===== src/rtl/core/nsva_pkg.sv =====
// nsva_pkg: shared types and constants of the note stack voice allocator
// used by nsva_stack, nsva_voices and note_stack_voice_allocator
`timescale 1ns / 1ps
package nsva_pkg;

  // event codes
  localparam logic [1:0] OP_NOTE_ON  = 2'd0;
  localparam logic [1:0] OP_NOTE_OFF = 2'd1;
  localparam logic [1:0] OP_CLEAR    = 2'd2;

  // release order value of a busy voice, voice note of an unassigned voice
  localparam logic [7:0] FREE_MARK = 8'd255;

  typedef struct packed {
    logic [1:0] operation;
    logic [6:0] note;
    logic [6:0] velocity;
  } in_t;

  typedef struct packed {
    logic [2:0] voice_index;
    logic [7:0] voice_note;
    logic       voice_gate;
    logic       last_voice;
    logic       reallocate;
    logic [4:0] note_count;
    logic [6:0] replay_note;
    logic [6:0] replay_velocity;
  } out_t;

  // note stack commands
  typedef struct packed {
    logic clear;
    logic shl;
    logic push;
  } stack_cmd_t;

  // voice table commands
  typedef struct packed {
    logic init;
    logic set_note;
    logic age;
    logic age_set;
    logic assign_voice;
  } voice_cmd_t;

endpackage


===== src/rtl/core/nsva_stack.sv =====
// nsva_stack: newest-first note and velocity stack with held count
// depends on nsva_pkg for the command struct
`timescale 1ns / 1ps
module nsva_stack #(
  parameter int DEPTH = 16,
  parameter int AW = $clog2(DEPTH),
  parameter int HW = $clog2(DEPTH + 1)
) (
  input  logic               clk,
  input  logic               rst,
  input  nsva_pkg::stack_cmd_t cmd,
  input  logic [HW-1:0]      pos,
  input  logic [6:0]         push_note,
  input  logic [6:0]         push_vel,
  input  logic [AW-1:0]      rd_addr,
  output logic [6:0]         rd_note,
  output logic [6:0]         rd_vel,
  output logic [HW-1:0]      held
);

  logic [6:0] note_mem [DEPTH];
  logic [6:0] vel_mem  [DEPTH];

  // stack update: cleared on reset or clear, left shift from pos on removal, right shift on push
  always_ff @(posedge clk) begin
    if (rst || cmd.clear) begin
      for (int i = 0; i < DEPTH; i++) begin
        note_mem[i] <= 7'd0;
        vel_mem[i]  <= 7'd0;
      end
      held <= '0;
    end else if (cmd.shl) begin
      for (int i = 0; i < DEPTH - 1; i++) begin
        if (HW'(i) >= pos && HW'(i) < held) begin
          note_mem[i] <= note_mem[i+1];
          vel_mem[i]  <= vel_mem[i+1];
        end
      end
      if (HW'(DEPTH - 1) >= pos && HW'(DEPTH - 1) < held) begin
        note_mem[DEPTH-1] <= 7'd0;
        vel_mem[DEPTH-1]  <= 7'd0;
      end
      held <= held - HW'(1);
    end else if (cmd.push) begin
      for (int i = 1; i < DEPTH; i++) begin
        if (HW'(i) <= held) begin
          note_mem[i] <= note_mem[i-1];
          vel_mem[i]  <= vel_mem[i-1];
        end
      end
      note_mem[0] <= push_note;
      vel_mem[0]  <= push_vel;
      if (held < HW'(DEPTH)) begin
        held <= held + HW'(1);
      end
    end
  end

  // single read port
  assign rd_note = note_mem[rd_addr];
  assign rd_vel  = vel_mem[rd_addr];

endmodule


===== src/rtl/core/nsva_voices.sv =====
// nsva_voices: voice note table and release order registers
// depends on nsva_pkg for the command struct and the free mark
`timescale 1ns / 1ps
module nsva_voices #(
  parameter int NV = 8,
  parameter int VW = (NV > 1) ? $clog2(NV) : 1,
  parameter int VCW = $clog2(NV + 1)
) (
  input  logic                 clk,
  input  logic                 rst,
  input  nsva_pkg::voice_cmd_t cmd,
  input  logic [VCW-1:0]       vc,
  input  logic [VW-1:0]        widx,
  input  logic [7:0]           wnote,
  input  logic [6:0]           anote,
  input  logic [VW-1:0]        ridx,
  output logic [7:0]           rnote,
  output logic [7:0]           rro
);

  localparam int RST_VC = (NV < 4) ? NV : 4;

  logic [7:0] vnote [NV];
  logic [7:0] ro    [NV];
  logic [7:0] ro_aged [NV];

  // optional release of one voice, then ageing of every released voice among the active ones
  always_comb begin
    for (int i = 0; i < NV; i++) begin
      logic [7:0] val;
      val = (cmd.age_set && VW'(i) == widx) ? 8'(vc) : ro[i];
      if (i < int'(vc) && val != 8'd0 && val <= 8'(vc)) begin
        ro_aged[i] = val - 8'd1;
      end else if (i < int'(vc)) begin
        ro_aged[i] = val;
      end else begin
        ro_aged[i] = ro[i];
      end
    end
  end

  // table update
  always_ff @(posedge clk) begin
    if (rst) begin
      for (int i = 0; i < NV; i++) begin
        vnote[i] <= nsva_pkg::FREE_MARK;
        ro[i]    <= (i < RST_VC) ? 8'(RST_VC - i) : 8'd0;
      end
    end else if (cmd.init) begin
      for (int i = 0; i < NV; i++) begin
        if (i < int'(vc)) begin
          vnote[i] <= nsva_pkg::FREE_MARK;
          ro[i]    <= 8'(int'(vc) - i);
        end
      end
    end else if (cmd.set_note) begin
      vnote[widx] <= wnote;
    end else if (cmd.age) begin
      for (int i = 0; i < NV; i++) begin
        ro[i] <= ro_aged[i];
      end
    end else if (cmd.assign_voice) begin
      ro[widx]    <= nsva_pkg::FREE_MARK;
      vnote[widx] <= {1'b0, anote};
    end
  end

  assign rnote = vnote[ridx];
  assign rro   = ro[ridx];

endmodule


===== src/rtl/core/note_stack_voice_allocator.sv =====
// note_stack_voice_allocator: sequencer around the note stack and voice table, each with one read port
// flow: stack search, last-voice search, a release scan when the stack empties,
// an allocation scan on note on, then one result per voice per cycle while
// out_ready is high; throughput: one transaction at a time, and the stack search
// walks one slot a cycle and each voice scan one voice a cycle
// reset: synchronous, stacks empty, voice count 4, voices unassigned
// depends on nsva_pkg, nsva_stack and nsva_voices
`timescale 1ns / 1ps
module note_stack_voice_allocator #(
  parameter int STACK_DEPTH = 16,
  parameter int MAX_VOICES = 8
) (
  input  logic           clk,
  input  logic           rst,
  input  logic           in_valid,
  output logic           in_ready,
  input  nsva_pkg::in_t  in_data,
  output logic           out_valid,
  input  logic           out_ready,
  output nsva_pkg::out_t out_data,
  input  logic           cfg_write,
  input  logic [3:0]     cfg_data
);

  localparam int AW  = $clog2(STACK_DEPTH);
  localparam int HW  = $clog2(STACK_DEPTH + 1);
  localparam int VCW = $clog2(MAX_VOICES + 1);
  localparam int VW  = (MAX_VOICES > 1) ? $clog2(MAX_VOICES) : 1;

  localparam logic [3:0] ST_IDLE  = 4'd0;
  localparam logic [3:0] ST_FIND  = 4'd1;
  localparam logic [3:0] ST_SHL   = 4'd2;
  localparam logic [3:0] ST_VFIND = 4'd3;
  localparam logic [3:0] ST_VFIX  = 4'd4;
  localparam logic [3:0] ST_EMPTY = 4'd5;
  localparam logic [3:0] ST_PUSH  = 4'd6;
  localparam logic [3:0] ST_ASCAN = 4'd7;
  localparam logic [3:0] ST_AWR   = 4'd8;
  localparam logic [3:0] ST_CLR   = 4'd9;
  localparam logic [3:0] ST_OUT   = 4'd10;

  logic [3:0]     state;
  logic [3:0]     voice_count;
  logic [1:0]     op;
  logic [6:0]     note;
  logic [6:0]     vel;
  logic [VCW-1:0] vc;
  logic [HW-1:0]  idx;
  logic [HW-1:0]  pos;
  logic [VW-1:0]  vidx;
  logic [VW-1:0]  w;
  logic           wfound;
  logic           flag;
  logic [VW-1:0]  u1;
  logic           u1f;
  logic [VW-1:0]  u2;
  logic           u2f;
  logic [7:0]     best;
  logic [VW-1:0]  bi;

  nsva_pkg::stack_cmd_t scmd;
  nsva_pkg::voice_cmd_t vcmd;
  logic [AW-1:0]  rd_addr;
  logic [6:0]     rd_note;
  logic [6:0]     rd_vel;
  logic [HW-1:0]  held;
  logic [VW-1:0]  widx;
  logic [7:0]     wnote;
  logic [7:0]     rnote;
  logic [7:0]     rro;
  logic [VCW-1:0] vc_clamped;
  logic [VW-1:0]  vc_last;
  logic           vc_lt_d;
  logic           vcm1_lt_d;
  logic           held_ge_vc;
  logic           target_ok;

  // clamp of the voice count register
  always_comb begin
    if (voice_count == 4'd0) begin
      vc_clamped = VCW'(1);
    end else if (int'(voice_count) > MAX_VOICES) begin
      vc_clamped = VCW'(MAX_VOICES);
    end else begin
      vc_clamped = VCW'(voice_count);
    end
  end

  assign vc_last    = VW'(vc - VCW'(1));
  assign vc_lt_d    = int'(vc) < STACK_DEPTH;
  assign vcm1_lt_d  = (int'(vc) - 1) < STACK_DEPTH;
  assign held_ge_vc = int'(held) >= int'(vc);
  assign target_ok  = (int'(held) > int'(vc)) && vc_lt_d;

  // configuration register
  always_ff @(posedge clk) begin
    if (rst) begin
      voice_count <= 4'd4;
    end else if (cfg_write) begin
      voice_count <= cfg_data;
    end
  end

  nsva_stack #(.DEPTH(STACK_DEPTH)) u_stack (
    .clk       (clk),
    .rst       (rst),
    .cmd       (scmd),
    .pos       (pos),
    .push_note (note),
    .push_vel  (vel),
    .rd_addr   (rd_addr),
    .rd_note   (rd_note),
    .rd_vel    (rd_vel),
    .held      (held)
  );

  nsva_voices #(.NV(MAX_VOICES)) u_voices (
    .clk   (clk),
    .rst   (rst),
    .cmd   (vcmd),
    .vc    (vc),
    .widx  (widx),
    .wnote (wnote),
    .anote (note),
    .ridx  (vidx),
    .rnote (rnote),
    .rro   (rro)
  );

  // commands and read address for the current step
  always_comb begin
    scmd    = '0;
    vcmd    = '0;
    rd_addr = AW'(vc);
    widx    = vidx;
    wnote   = 8'd0;
    unique case (state)
      ST_FIND: rd_addr = AW'(idx);
      ST_SHL:  scmd.shl = 1'b1;
      ST_VFIX: begin
        rd_addr = AW'(vc - VCW'(1));
        widx    = w;
        wnote   = vcm1_lt_d ? {1'b0, rd_note} : 8'd0;
        if (wfound && held_ge_vc) begin
          vcmd.set_note = 1'b1;
        end else if (wfound) begin
          vcmd.age     = 1'b1;
          vcmd.age_set = 1'b1;
        end
      end
      ST_EMPTY: begin
        if (rro == nsva_pkg::FREE_MARK) begin
          vcmd.age     = 1'b1;
          vcmd.age_set = 1'b1;
        end
      end
      ST_PUSH: scmd.push = 1'b1;
      ST_AWR: begin
        vcmd.assign_voice = 1'b1;
        widx = u2f ? u2 : (u1f ? u1 : bi);
      end
      ST_CLR: begin
        scmd.clear = 1'b1;
        vcmd.init  = 1'b1;
      end
      default: ;
    endcase
  end

  // sequencer
  always_ff @(posedge clk) begin
    if (rst) begin
      state <= ST_IDLE;
    end else begin
      unique case (state)
        ST_IDLE: begin
          if (in_valid) begin
            op   <= in_data.operation;
            note <= in_data.note;
            vel  <= in_data.velocity;
            vc   <= vc_clamped;
            idx  <= '0;
            vidx <= '0;
            flag <= 1'b0;
            wfound <= 1'b0;
            if (in_data.operation == nsva_pkg::OP_NOTE_ON ||
                in_data.operation == nsva_pkg::OP_NOTE_OFF) begin
              state <= ST_FIND;
            end else if (in_data.operation == nsva_pkg::OP_CLEAR) begin
              state <= ST_CLR;
            end else begin
              state <= ST_OUT;
            end
          end
        end
        // search the stack for the event note
        ST_FIND: begin
          if (idx >= held) begin
            state <= ST_VFIND;
          end else if (rd_note == note) begin
            pos   <= idx;
            state <= ST_SHL;
          end else begin
            idx <= idx + HW'(1);
          end
        end
        ST_SHL: state <= ST_VFIND;
        // last voice holding the event note
        ST_VFIND: begin
          if (rnote == {1'b0, note}) begin
            w      <= vidx;
            wfound <= 1'b1;
          end
          if (vidx == vc_last) begin
            state <= ST_VFIX;
          end else begin
            vidx <= vidx + VW'(1);
          end
        end
        ST_VFIX: begin
          flag <= held_ge_vc;
          vidx <= '0;
          if (held == '0) begin
            state <= ST_EMPTY;
          end else if (op == nsva_pkg::OP_NOTE_ON) begin
            state <= ST_PUSH;
          end else begin
            state <= ST_OUT;
          end
        end
        // release every busy voice once the stack is empty
        ST_EMPTY: begin
          if (vidx == vc_last) begin
            vidx  <= '0;
            state <= (op == nsva_pkg::OP_NOTE_ON) ? ST_PUSH : ST_OUT;
          end else begin
            vidx <= vidx + VW'(1);
          end
        end
        ST_PUSH: begin
          vidx  <= '0;
          u1f   <= 1'b0;
          u2f   <= 1'b0;
          state <= ST_ASCAN;
        end
        // steal, reuse and least recent release in one voice scan
        ST_ASCAN: begin
          if (target_ok && rnote == {1'b0, rd_note}) begin
            u1  <= vidx;
            u1f <= 1'b1;
          end
          if (rnote == {1'b0, note}) begin
            u2  <= vidx;
            u2f <= 1'b1;
          end
          if (vidx == '0 || rro < best) begin
            best <= rro;
            bi   <= vidx;
          end
          if (vidx == vc_last) begin
            state <= ST_AWR;
          end else begin
            vidx <= vidx + VW'(1);
          end
        end
        ST_AWR: begin
          vidx  <= '0;
          state <= ST_OUT;
        end
        ST_CLR: begin
          vidx  <= '0;
          state <= ST_OUT;
        end
        // one result transaction per voice
        ST_OUT: begin
          if (out_ready) begin
            if (vidx == vc_last) begin
              state <= ST_IDLE;
            end else begin
              vidx <= vidx + VW'(1);
            end
          end
        end
        default: state <= ST_IDLE;
      endcase
    end
  end

  assign in_ready  = (state == ST_IDLE);
  assign out_valid = (state == ST_OUT);

  // result fields
  always_comb begin
    out_data.voice_index     = 3'(vidx);
    out_data.voice_note      = rnote;
    out_data.voice_gate      = (rro == nsva_pkg::FREE_MARK);
    out_data.last_voice      = (vidx == vc_last);
    out_data.reallocate      = flag;
    out_data.note_count      = 5'(held);
    out_data.replay_note     = vc_lt_d ? rd_note : 7'd0;
    out_data.replay_velocity = vc_lt_d ? rd_vel : 7'd0;
  end

  // no input transaction while results are pending
  a_excl: assert property (@(posedge clk) disable iff (rst) out_valid |-> !in_ready)
    else $error("input accepted while results pending");

  // held count never exceeds the stack depth
  a_held: assert property (@(posedge clk) disable iff (rst) int'(held) <= STACK_DEPTH)
    else $error("held count beyond stack depth");

  // last result transaction returns the block to idle
  a_done: assert property (@(posedge clk) disable iff (rst)
    out_valid && out_ready && out_data.last_voice |=> in_ready)
    else $error("not idle after last result");

  // a push always leaves at least one held note
  a_push: assert property (@(posedge clk) disable iff (rst)
    state == ST_PUSH |=> held != '0)
    else $error("stack empty after push");

endmodule


===== config.mk =====
export PLATFORM = sky130hd
export DESIGN_NAME = note_stack_voice_allocator
export DESIGN_NICKNAME = d
export VERILOG_FILES = /design/src/rtl/core/nsva_pkg.sv /design/src/rtl/core/nsva_stack.sv /design/src/rtl/core/nsva_voices.sv /design/src/rtl/core/note_stack_voice_allocator.sv
export SDC_FILE = /design/constraint.sdc
export NUM_CORES = 1
export LEC_CHECK = 0
export BUFFER_PORTS_ARGS = -buffer_cell sky130_fd_sc_hd__clkbuf_2
export CAP_MARGIN = 20
export CORE_ASPECT_RATIO = 1.25
export CORE_MARGIN = 5
export CORE_UTILIZATION = 45
export DETAILED_ROUTE_END_ITERATION = 6
export PLACE_DENSITY = 0.58
export SETUP_SLACK_MARGIN = 0.5
export SYNTH_ARGS = -nofsm -noshare
export SYNTH_HDL_FRONTEND = slang
export SYNTH_SLANG_ARGS = --single-unit

===== constraint.sdc =====
create_clock -name clk -period 17.45 [get_ports clk]
set_clock_uncertainty 0.2 [all_clocks]
set_input_delay 0.8725 -clock clk [delete_from_list [all_inputs] [get_ports clk]]
set_output_delay 0.8725 -clock clk [all_outputs]
set_load 0.03 [all_outputs]

# --- Word-level counts from Yosys, hierarchy flattened ---
# Memory sizes are Yosys's and may differ from the RTL's. A register that Yosys moved wholly into a read port is not among the register bits.
# Index checks and enable logic that the tools add are counted.
word_totals:
  ram_bits: 352
  elab_cells: 692
  n_memories: 4
  in_bits: 25
  ff_bits: 70
op_classes:
  magnitude_cmp: 70
  addsub: 20
  n_eq_ne: 36
  n_bitwise: 91
  n_reduce_logical: 87
  mux: 364
memory_table:
  columns: ["memory", "depth", "width", "rd", "rd_ports_with_merged_regs", "wr", "line", "rtl"]
  rows:
  - ["u_stack.note_mem", 16, 7, 17, 0, 16, "nsva_stack.sv:21", "logic [6:0] note_mem [DEPTH];"]
  - ["u_stack.vel_mem", 16, 7, 17, 0, 16, "nsva_stack.sv:22", "logic [6:0] vel_mem [DEPTH];"]
  - ["u_voices.ro", 8, 8, 9, 1, 8, "nsva_voices.sv:24", "logic [7:0] ro [NV];"]
  - ["u_voices.vnote", 8, 8, 1, 1, 8, "nsva_voices.sv:23", "logic [7:0] vnote [NV];"]
ops:
  columns: ["operator", "n"]
  rows:
  - ["2-to-1 mux 7 bit", 66]
  - ["2-to-1 mux 8 bit", 51]
  - ["2-to-1 mux 1 bit", 205]
  - ["OR 1 bit", 89]
  - ["less-or-equal comparator 8 x 4 -> 1 bit", 8]
  - ["nonzero test 8 bit", 8]
  - ["subtractor 8 x 1 -> 8 bit, second input constant", 8]
  - ["2-to-1 mux 4 bit", 12]
  - ["logical AND 1 bit", 42]
  - [">= comparator 4 x 5 -> 1 bit, first input constant", 8]
  - ["less-or-equal comparator 4 x 5 -> 1 bit, first input constant", 8]
  - ["< comparator 4 x 5 -> 1 bit, first input constant", 8]
  - ["one-hot mux 4 bit (10 select lines)", 1]
  - ["< comparator 32 x 6 -> 1 bit, second input constant", 1]
  - ["2-to-1 mux 3 bit", 10]
  - ["2-to-1 mux 5 bit", 6]
  - ["AND reduction 3 bit", 8]
  - [">= comparator 3 x 5 -> 1 bit, first input constant", 4]
  - ["less-or-equal comparator 3 x 5 -> 1 bit, first input constant", 4]
  - ["< comparator 3 x 5 -> 1 bit, first input constant", 4]
  - ["subtractor 4 x 3 -> 5 bit, second input constant", 4]
  - ["inequality test 2 bit, second input constant", 9]
  - ["equality test 4 x 3 -> 1 bit, second input constant", 4]
  - ["equality test 8 x 7 -> 1 bit", 2]
  - ["other kinds (56)", 98]

# --- Longest topological paths before layout ---
# Gate-level depths: netlist (run 1).
depth:
  ltp_word: 12
  mapped_depth: 22

# --- By module ---
# Synthesis (run 1) repeated with hierarchy kept, for this count alone.
hier_totals:
  cells_unflattened: 2141
  area_unflattened_um2: 24568.6
by_module_without_submodules:
  columns: ["module", "area_each_um2", "instances", "cells_per_inst", "seq_area_each_um2"]
  rows:
  - ["nsva_stack", 11564.8, 1, 823, 6266.0]
  - ["nsva_voices", 9349.0, 1, 981, 3203.1]
  - ["note_stack_voice_allocator", 3654.8, 1, 337, 1871.8]

# --- Worst setup path before layout (run 1) ---
# No wires, ideal clock.
synth_timing:
  path_kind: "reg-to-reg"
  from: "register vc[3]"
  to: "memory u_voices.ro[5][5]"
  arrival_time_ns: 5.208
  n_path_buf: 3
  setup_ns: 0.058
  slack_ns: 11.984
  path_stages_with_launch: 22
  synth_period_minus_slack_ns: 5.466
  cell_sequence: "edfxtp_1 -> clkbuf_1 -> inv_1 -> clkbuf_1 -> ha_1 -> and4b_1 -> a221oi_1 -> nand3_1 -> clkbuf_1 -> a21oi_2 -> mux2i_1 -> inv_1 -> ha_1 -> nor2b_1 -> o21a_1 -> o21a_1 -> o21ai_0 -> o2111ai_1 -> a41oi_1 -> nand2_1 -> o41a_1 -> nand2_1"
synth_rtl:
  columns: ["item", "line", "rtl"]
  rows:
  - ["start: declaration", "note_stack_voice_allocator.sv:47", "logic [VCW-1:0] vc;"]
  - ["start signal: assignment", "note_stack_voice_allocator.sv:181", "vc <= vc_clamped;"]
  - ["end: declaration", "nsva_voices.sv:24", null]

# --- Worst setup path after layout (run 1) ---
layout_timing:
  from: "register vc[0]"
  to: "register pos[0], enable pin"
layout_between:
  elab_chain_cells: 5
layout_rtl:
  columns: ["item", "line", "rtl"]
  rows:
  - ["subtractor 4 x 1 -> 4 bit", "note_stack_voice_allocator.sv:141", "rd_addr = AW'(vc - VCW'(1));"]
  - ["one-hot mux 4 bit (2 select lines) *", "note_stack_voice_allocator.sv:137", "unique case (state)"]
  - ["memory (16 x 7 bit) *", null, null]
  - ["equality test 7 bit *", "note_stack_voice_allocator.sv:200", "end else if (rd_note == note) begin"]
  - ["AND reduction 4 bit (no line) *", null, null]
  - ["end signal: assignment", "note_stack_voice_allocator.sv:201", "pos <= idx;"]
  - ["end: declaration", "note_stack_voice_allocator.sv:49", "logic [HW-1:0] pos;"]
# Every way passes the cells marked *; elsewhere a longest branch is shown, timed or not.
# A chain may end at the register's enable or synchronous reset.

==> flow_metrics.tcl, run 1 <==
set metrics [dict create \
    status "complete, no violations" \
    num_antenna_cells 0 \
    cts.repair_timing.setup_buffer_count 0 \
    cap_violations 0 \
    coreArea_mm2 0.0538 \
    ys.flop_type "edfxtp_1" \
    io_pins 60 \
    vias 20896 \
    worst_pin_slew_ns 1.16 \
    clk_pin_slew_worst_paths_ns 0.06 \
    rr_worst_depth 15 \
    finalHoldViolations 0 \
    switchingPower_mw 1.79 \
    totalWireLength_um 86300 \
    postRouteAntennaNets 0 \
    max_stage_delay_ns 0.89 \
    cp_top_family "simple AND/OR/NAND/NOR gates" \
    drtIter0Drc 1886 \
    ys_warn_count 0 \
    gp_congestion 0.946 \
    synth_cell_types 84 \
    grt_max_degree 88 \
    synthCells 2473 \
    async_flop_share_pct 0 \
    grt_pass1_vias 21280 \
    cp_common_cell "buf_4" \
    slowest_stage "nor4_1" \
    path_cells "buf_4, clkinv_1, ha_1, nor3b_1, o21ai_1, buf_4, and2_2, buf_4, mux4_2, a22oi_1, o221ai_2, xor2_1, nor4_2, nand4_1, nor4_1" \
    die_x_um 219 \
    drc 0 \
    startpoint_type "register" \
    antenna_found_initial 0 \
    clk_path_buf_depth 3 \
    crit_required_ns 17.45 \
    worstPathMaxFanout 35 \
    nets 2594 \
    syn2layout_area_growth_pct 11.1 \
    p_clk_share_pct 24.7 \
    crit_buf_inv 4 \
    cts_resized 0 \
    period_minus_slack_ns 6.58 \
    grt-ovfl-total 0 \
    seq_area_mm2 0.0113 \
    pwr-share-comb_pct 42.3 \
    post-route-period-util_pct 37.7 \
    p_leak_nw 10.1 \
    drive_gt1_share_pct 12.1 \
    relSlewSlack_pct 22.9 \
    synth_seq_area_share_pct 46.3 \
    worstHoldPathCells 2 \
    crit_cells 15 \
    initial_core_util_pct 45.5 \
    die-height_um 271 \
    rows 95 \
    ir_drop_v 0.000105 \
    r2r_setup_slack_ns 10.87 \
    vias_per_cell 6.44 \
    hold_path_startpoint "u_voices.vnote[3][7]" \
    synth_nets 2584 \
    first_pass_iters 5 \
    fp.dieArea_mm2 0.0592 \
    worstSetupEndpointType "register" \
    cts.sink_count 425 \
    max_freq_mhz 152 \
    multiInputGateArea_mm2 0.0123 \
    synth-seq-cells 425 \
    hpwl_um 62200 \
    grt_pass1_wl_um 131000 \
    hold_end "u_voices.vnote[3][7]" \
    seqPwrFrac_pct 33.0 \
    arrival_ns 6.58 \
    tns_ns 0 \
    dp_cells 3160 \
    fill_cells 4985 \
    syn-cell-area_mm2 0.0245 \
    ctsHoldBuffers 0 \
    cts_htree_levels 2 \
    grt_use_total_pct 28.5 \
    worstReg2RegStart "vc[0]" \
    cts_root_buffer "clkbuf_16" \
    hold_path.class "register to register" \
    wl_per_cell_um 26.6 \
    syn_area_per_cell_um2 9.90 \
    power.density_mw_per_mm2 154 \
    path_class "register to register" \
    clk_latency_ns 0.59 \
    swShare_pct 42.7 \
    synth_edf_count 281 \
    rsz0062_at_grt "false" \
    instances_no_fill 3247 \
    cts_tree "done" \
    slew_violations 0 \
    port_buffers 59 \
    numCtsBuffers 46 \
    internal_power_mw 2.40 \
    reg2reg_to "pos[0]" \
    setup_violations 0 \
]
-- worst max path at each step --
stage,from,end
4_1_cts,vc[0],pos[0]
6_report,vc[0],pos[0]
3_3_place_gp,vc[1],pos[3]
2_1_floorplan,vc[3],u_voices.ro[5][5]
3_5_place_dp,vc[0],pos[0]
5_1_grt,vc[0],pos[0]
-- Yosys cell counts, types with 18 or more instances --
master / n / share of area (%)
nand2_1: 359 / 5.5
edfxtp_1: 281 / 34
nor2_1: 188 / 2.9
a22o_1: 157 / 5.6
a21oi_1: 147 / 3.0
dfxtp_1: 144 / 12
clkbuf_1: 112 / 1.7
nand3_1: 90 / 1.8
ha_1: 86 / 4.4
o21ai_0: 81 / 1.7
mux2i_1: 74 / 3.0
a22oi_1: 55 / 1.7
inv_1: 55 / 0.84
a211oi_1: 47 / 1.4
xnor2_1: 43 / 1.5
a31oi_1: 41 / 1.0
mux4_2: 36 / 3.3
and3_1: 35 / 0.89
nor3_1: 34 / 0.70
nor2b_1: 24 / 0.61
buf_2: 23 / 0.47
a311oi_1: 21 / 0.75
buf_1: 21 / 0.32
nand2b_1: 21 / 0.54
or3_1: 21 / 0.54
nor4_1: 19 / 0.49
mux2_2: 18 / 0.83
-- power groups by stage --
stage	clock network (mW)	logic [mW]	registers, mW
finish	1.03	1.77	1.38
global route	1.09	1.91	1.39
CTS	1.05	1.76	1.38
detailed placement	0	1.75	1.40
global placement	0	1.73	1.40
floorplan	0	1.24	1.31
-- layer usage --
metal	vias to the layer above	global-route usage [%]	part of all wire, %
li1	9352	-	-
met1	10362	32.2	36
met2	867	50.2	50
met3	315	3.65	5.1
met4	0	19.0	8.2
met5	-	0	0
-- layout make-up --
class                   instances  share of cell area (%)
repair buffers                128                    3.02
flip-flops and latches        425                    41.7
clock inverters                31                    1.34
clock buffers                  54                    4.42
inverters                      59                   0.815
well taps                     727                    3.35
multi-input cells            1823                    45.4
-- stage by stage --
| step | setup WS, ns | instance area [um2] | power (mW) | utilization [%] | hold slack (ns) |
|---|---|---|---|---|---|
| floorplan | 11.98 | 24500 | 2.55 | - | 0.222 |
| global placement | 11.25 | 25600 | 3.12 | 47.5 | 0.233 |
| detailed placement | 11.03 | 25600 | 3.15 | 47.5 | 0.237 |
| CTS | 11.01 | 27200 | 4.18 | 50.4 | 0.229 |
| global route | 10.61 | 27200 | 4.40 | 50.5 | 0.230 |
| finish | 10.87 | 27200 | 4.19 | 50.5 | 0.247 |
-- cell families (layout without fill, tap and decap cells) --
group / count (synthesis) / in the layout / synth area share (%)
buffers and inverters: 225 / 272 / 3.72
adders and majority gates: 86 / 86 / 4.40
DFF: 425 / 425 / 46.3
and+or+nand+nor: 851 / 851 / 16.0
muxes: 128 / 128 / 7.17
xor gates and xnor gates: 59 / 59 / 2.11
AOI/OAI and AO/OA: 699 / 699 / 20.3
-- cell usage in the layout (no fill, tap or decap), drive strengths merged, types with 21 or more instances in the layout --
cell,Yosys,final
a22oi,55,55
nor4,22,22
nand2b,21,21
a211oi,48,48
a221oi,21,21
buf,54,69
edfxtp,281,281
a21oi,152,152
mux2i,74,74
or3,21,21
nand3,90,90
a31oi,41,41
xnor2,43,43
inv,56,59
nand2,359,359
dfxtp,144,144
ha,86,86
nor3,35,35
a311oi,22,22
mux4,36,36
o21ai,97,97
and3,35,35
nor2b,24,24
clkbuf,112,113
a22o,157,157
nor2,190,190
-- worst reg2reg max path, stage by stage (launching register included) --
cell and delay, ns:
edfxtp_1 0.32, buf_4 0.43, clkinv_1 0.43, ha_1 0.59
nor3b_1 0.09, o21ai_1 0.19, buf_4 0.30, and2_2 0.60
buf_4 0.41, mux4_2 0.44, a22oi_1 0.27, o221ai_2 0.23
xor2_1 0.20, nor4_2 0.17, nand4_1 0.43, nor4_1 0.89
-- flip-flops by register name, summed over array words and instances (netlist names), 2 cells and up, named ones only --
signal	count
u_stack.note_mem	112
u2	3
idx	5
pos	5
vidx	3
u_stack.vel_mem	112
note	7
voice_count	4
best	8
u_voices.ro	64
u_voices.vnote	64
bi	3
u_stack.held	5
vc	4
op	2
u1	3
state	4
vel	7
w	3
Note: power is estimated with default switching activity, not from simulation.
==> run 2: changes to the inputs <==
==> constraint.sdc (replaced) <==
create_clock -name clk -period 6.21 [get_ports clk]
set_clock_uncertainty 0.2 [all_clocks]
set_input_delay 0.3105 -clock clk [delete_from_list [all_inputs] [get_ports clk]]
set_output_delay 0.3105 -clock clk [all_outputs]
set_load 0.03 [all_outputs]
==> run 2 against run 1 <==
Against the previous run:
- sequential cell count stayed put
- maximum frequency up 24%
- worst setup slack worse by 10 ns
- sequential share of layout area decreased by 0.80 points
- count of clock-buffer cells in the layout grew 10
- power grew to 2.9 times the previous value
- design area is 2.0% higher
- via count did not move
- critical path type unchanged
- critical endpoint is now u_voices.ro[5][5]
==> flow_metrics.tcl, run 2 (synthesized netlist as in run 1, its figures left out) <==
set metrics [dict create \
    status "complete, no violations" \
    worstSetupEndpointType "register" \
    r2r_setup_slack_ns 0.91 \
    drtIter0Drc 1899 \
    grt_pass1_wl_um 128000 \
    rows 95 \
    initial_core_util_pct 45.5 \
    crit_required_ns 6.55 \
    vias 20896 \
    fill_cells 4957 \
    hold_path.class "primary input to register" \
    max_freq_mhz 189 \
    port_buffers 59 \
    startpoint_type "register" \
    whs_ns 0.123 \
    io_pins 60 \
    path_cells "buf_4, mux4_2, nand4_1, nor3_1, o21ai_2, buf_4, a21oi_2, mux2i_1, inv_1, ha_1, nor2b_1, o21a_1, o21a_1, o21ai_0, o2111ai_1, a41oi_2, nand2_1, o41a_1, nand2_1" \
    post-route-period-util_pct 85.3 \
    max_stage_delay_ns 0.53 \
    rr_worst_depth 19 \
    hold_end "state[2]" \
    setup_violations 0 \
    cts_htree_levels 2 \
    grt_pass1_vias 21099 \
    drc 0 \
    slew_violations 0 \
    period_minus_slack_ns 5.30 \
    coreArea_mm2 0.0538 \
    grt-ovfl-total 0 \
    first_pass_iters 6 \
    gp_congestion 0.975 \
    num_antenna_cells 0 \
    wl_per_cell_um 25.8 \
    post-route-util_pct 51.5 \
    nets 2643 \
    clk_path_buf_depth 3 \
    vias_per_cell 6.34 \
    antenna_found_initial 0 \
    path_class "register to register" \
    tns_ns 0 \
    cap_violations 0 \
    layout_common_cells "357 x nand2_1, 281 x edfxtp_1, 185 x nor2_1" \
    fp.dieArea_mm2 0.0592 \
    slowest_stage "dfxtp_4" \
    arrival_ns 5.63 \
    cts_tree "done" \
    ir_drop_v 0.000280 \
    totalWireLength_um 85000 \
    p_leak_nw 10.3 \
    hpwl_um 61600 \
    drive_gt1_share_pct 13.0 \
    numCtsBuffers 47 \
    clk_latency_ns 0.59 \
    worst_pin_slew_ns 1.11 \
    cts.sink_count 425 \
    worstHoldPathCells 3 \
    reg2reg_to "u_voices.ro[5][5]" \
    reg_top3 "u_stack.note_mem: 112 flops, u_stack.vel_mem: 112 flops" \
    clk_pin_slew_worst_paths_ns 0.07 \
    cts_root_buffer "clkbuf_16" \
    grt_use_total_pct 27.8 \
    power.density_mw_per_mm2 434 \
    postRouteAntennaNets 0 \
    die_x_um 219 \
    worstPathMaxFanout 18 \
    finalHoldViolations 0 \
    syn2layout_area_growth_pct 13.3 \
    hold_path_startpoint "rst" \
    final_common_cell "nand2_1" \
    cts.repair_timing.setup_buffer_count 0 \
    grt_max_degree 60 \
    die-height_um 271 \
    rsz0062_at_grt "false" \
    relSlewSlack_pct 25.3 \
]
-- run 2: routing by layer --
metal / part of all wire [%] / vias up / global-route usage, %
met1: 37 / 10308 / 31.5
met3: 5.3 / 282 / 4.00
met5: 0 / - / 0
li1: - / 9445 / -
met2: 51 / 861 / 49.5
met4: 6.9 / 0 / 16.7
-- run 2: final cells by class --
class	count	area (um2)	share of cell area [%]
inverter	59	221	0.799
sequential	425	11300	40.9
timing repair buffer	176	1260	4.55
clock buffer	64	1360	4.89
clock inverter	24	278	1.00
multi-input combinational	1823	12400	44.6
tap	727	910	3.28
-- run 2: critical path, delay by kind of cell, from the launching register on --
family                     cells  cell delay (ns)
AOI/OAI and AO/OA              8             2.04
adders and majority gates      1             0.29
buffers and inverters          3             0.65
DFF                            1             0.53
muxes                          2             0.66
and+or+nand+nor                5             0.85
-- run 2: power breakdown --
group          switching, mW  internal (mW)  leakage, nW
Sequential             0.430           3.41         3.89
Clock                   1.21           1.78        0.809
Combinational           3.48           1.72         5.62
-- run 2: worst max-delay path by stage --
stage	start	to	slack, ns
4_1_cts	state[3]	u_voices.ro[6][7]	0.57
2_1_floorplan	vc[3]	u_voices.ro[5][5]	0.74
3_3_place_gp	register	u_voices.ro[5][7]	0.70
3_5_place_dp	register	u_voices.ro[5][5]	0.50
5_1_grt	register	u_voices.ro[5][3]	0.59
6_report	register	u_voices.ro[5][5]	0.91
-- run 2: what timing repair did --
action,CTS,global route
pin swaps,0,0
endpoints found under the setup margin,2,49
hold endpoints to repair,21,0
hold buffers,26,0
gates resized for setup,1,6
-- run 2: through the flow --
stage | total power, mW | std cells | instance area (um2) | setup WS, ns
2_1_floorplan | 7.16 | 2473 | 24500 | 0.744
3_3_place_gp | 8.94 | 3181 | 25800 | 0.695
3_5_place_dp | 8.99 | 3182 | 25800 | 0.503
4_1_cts | 12.0 | 3296 | 27700 | 0.572
5_1_grt | 12.6 | 3298 | 27700 | 0.587
6_report | 12.0 | 3298 | 27700 | 0.913
==> run 3: changes to the inputs <==
--- a/config.mk
+++ b/config.mk
@@ -13,6 +13,7 @@
 export DETAILED_ROUTE_END_ITERATION = 6
 export PLACE_DENSITY = 0.58
 export SETUP_SLACK_MARGIN = 0.5
+export SLEW_MARGIN = 15
 export SYNTH_ARGS = -nofsm -noshare
 export SYNTH_HDL_FRONTEND = slang
 export SYNTH_SLANG_ARGS = --single-unit
==> constraint.sdc (replaced) <==
create_clock -name clk -period 6.21 [get_ports clk]
set_clock_uncertainty 0.2 [all_clocks]
set_input_delay 0.621 -clock clk [delete_from_list [all_inputs] [get_ports clk]]
set_output_delay 0.621 -clock clk [all_outputs]
set_load 0.03 [all_outputs]
==> run 3 against run 2 <==
Against the previous run:
- via count increased by 0.29%
- critical endpoint is now u_voices.ro[7][1]
- worst hold slack got worse by 0.094 ns
- clock power decreased by 10%
- die area unchanged
- design area decreased by 1.1%
- first-iteration DRC count increased by 2.6%
- utilization decreased by 0.54 points
- register-to-register slack got worse by 0.11 ns
- critical path depth increased by 2
- maximum frequency decreased by 2.0%
- combinational power about the same
- critical path type unchanged
- power decreased by 2.5%
==> flow_metrics.tcl, run 3 (synthesized netlist as in run 1, its figures left out) <==
set metrics [dict create \
    hpwl_um 63300 \
    tns_ns 0 \
    num_antenna_cells 0 \
    hold_path.class "primary input to register" \
    worstPathMaxFanout 13 \
    drive_gt1_share_pct 12.9 \
    max_freq_mhz 185 \
    hold_path_startpoint "in_data[14]" \
    syn2layout_area_growth_pct 12.1 \
    vias_per_cell 6.38 \
    grt-ovfl-total 0 \
    cts.sink_count 425 \
    cap_violations 0 \
    gr-usage-met1_pct 30.4 \
    finalHoldViolations 0 \
    first_pass_iters 7 \
    clk_pin_slew_worst_paths_ns 0.06 \
    die_x_um 219 \
    gp_congestion 0.946 \
    slew_violations 0 \
    die-height_um 271 \
    numCtsBuffers 46 \
    worst_pin_slew_ns 1.36 \
    design_area_mm2 0.0274 \
    rsz0062_at_grt "true" \
    status "complete, no violations" \
    p_total_mw 11.7 \
    grt_pass1_vias 21153 \
    use_met2_pct 50.4 \
    grt_max_degree 55 \
    rows 95 \
    drc 0 \
    layout_common_cells "357 x nand2_1, 281 x edfxtp_1, 185 x nor2_1" \
    drtIter0Drc 1948 \
    path_class "register to register" \
    setup_violations 0 \
    cts_root_buffer "clkbuf_16" \
    totalWireLength_um 86200 \
    place_area_mm2 0.0258 \
    coreArea_mm2 0.0538 \
    postRouteAntennaNets 0 \
    io_pins 60 \
    arrival_ns 5.62 \
    crit_start "u_stack.held[0]" \
    port_buffers 59 \
    startpoint_type "register" \
    relSlewSlack_pct 8.36 \
    cts_htree_levels 2 \
    cts_tree "done" \
    post-route-period-util_pct 87.0 \
    power.density_mw_per_mm2 427 \
    initial_core_util_pct 45.5 \
    grt_pass1_wl_um 129000 \
    vias 20957 \
    p_leak_nw 10.2 \
    antenna_found_initial 1 \
    busiest_layer "met2" \
    post-route-util_pct 50.9 \
    nets 2634 \
    clk_latency_ns 0.59 \
    crit_required_ns 6.43 \
    gr-usage-met3_pct 4.13 \
    clk_path_buf_depth 3 \
    period_minus_slack_ns 5.40 \
    r2r_setup_slack_ns 0.81 \
    ir_drop_v 0.000248 \
    worstReg2RegStart "u_stack.held[0]" \
    final_common_cell "nand2_1" \
    grt_use_total_pct 28.2 \
    fp.dieArea_mm2 0.0592 \
    worstSetupEndpointType "register" \
    fill_cells 4970 \
    wl_per_cell_um 26.3 \
    reg_top3 "u_stack.note_mem: 112 flops, u_stack.vel_mem: 112 flops" \
]
## run 3: worst paths after layout
kind | endpoint | cells after the start
setup / recovery | u_voices.ro[7][1] | 21
hold / removal | op[0] | 1
setup reg to reg | u_voices.ro[7][1] | 21
hold reg to reg | u_voices.vnote[3][7] | 2
## run 3: per-layer routing
layer	wire length (um)	share of wire, %
met4	7410	8.6
met2	44200	51
met1	30200	35
met3	4480	5.2
met5	0	0
## run 3: layout make-up
class	count	area [um2]	share of cell area [%]
clock buffer	63	1280	4.68
clock inverter	19	138	0.502
inverter	59	221	0.807
multi-input combinational	1823	12400	45.1
sequential	425	11300	41.3
tap	727	910	3.32
timing repair buffer	168	1170	4.26
## run 3: critical path: stages, from the launching register on
cell	delay [ns]
dfxtp_1	0.51
inv_1	0.23
ha_1	0.35
nand2b_1	0.14
a221oi_1	0.27
buf_4	0.18
nand3_1	0.28
buf_4	0.27
a21boi_0	0.21
buf_4	0.24
mux2i_2	0.34
inv_1	0.08
ha_1	0.29
nor2b_1	0.13
o21ai_0	0.14
nand2b_1	0.07
a21oi_1	0.14
a41o_1	0.11
o2111ai_1	0.24
mux2i_1	0.31
a221oi_4	0.41
a21oi_1	0.07
## run 3: through the flow
stage	setup slack, ns	std cells	hold slack [ns]
after global routing	0.402	3284	0.0140
after detailed placement	0.454	3184	0.237
after global placement	0.555	3182	0.237
after CTS	0.554	3280	0.00526
after floorplan	0.744	2473	0.222
final	0.805	3284	0.0296
## run 3: repair_timing
action                                 in CTS  in global routing
gates resized for setup                     1                  7
endpoints found under the hold margin      14                  0
hold buffers                               14                  0
pin swaps                                   0                  1
setup buffers                               0                  1
setup endpoints to repair                   4                 35
## run 3: power breakdown
group / switching, mW / total (mW) / internal (mW)
Combinational: 3.47 / 5.19 / 1.72
Clock: 1.19 / 2.68 / 1.49
Sequential: 0.449 / 3.85 / 3.40
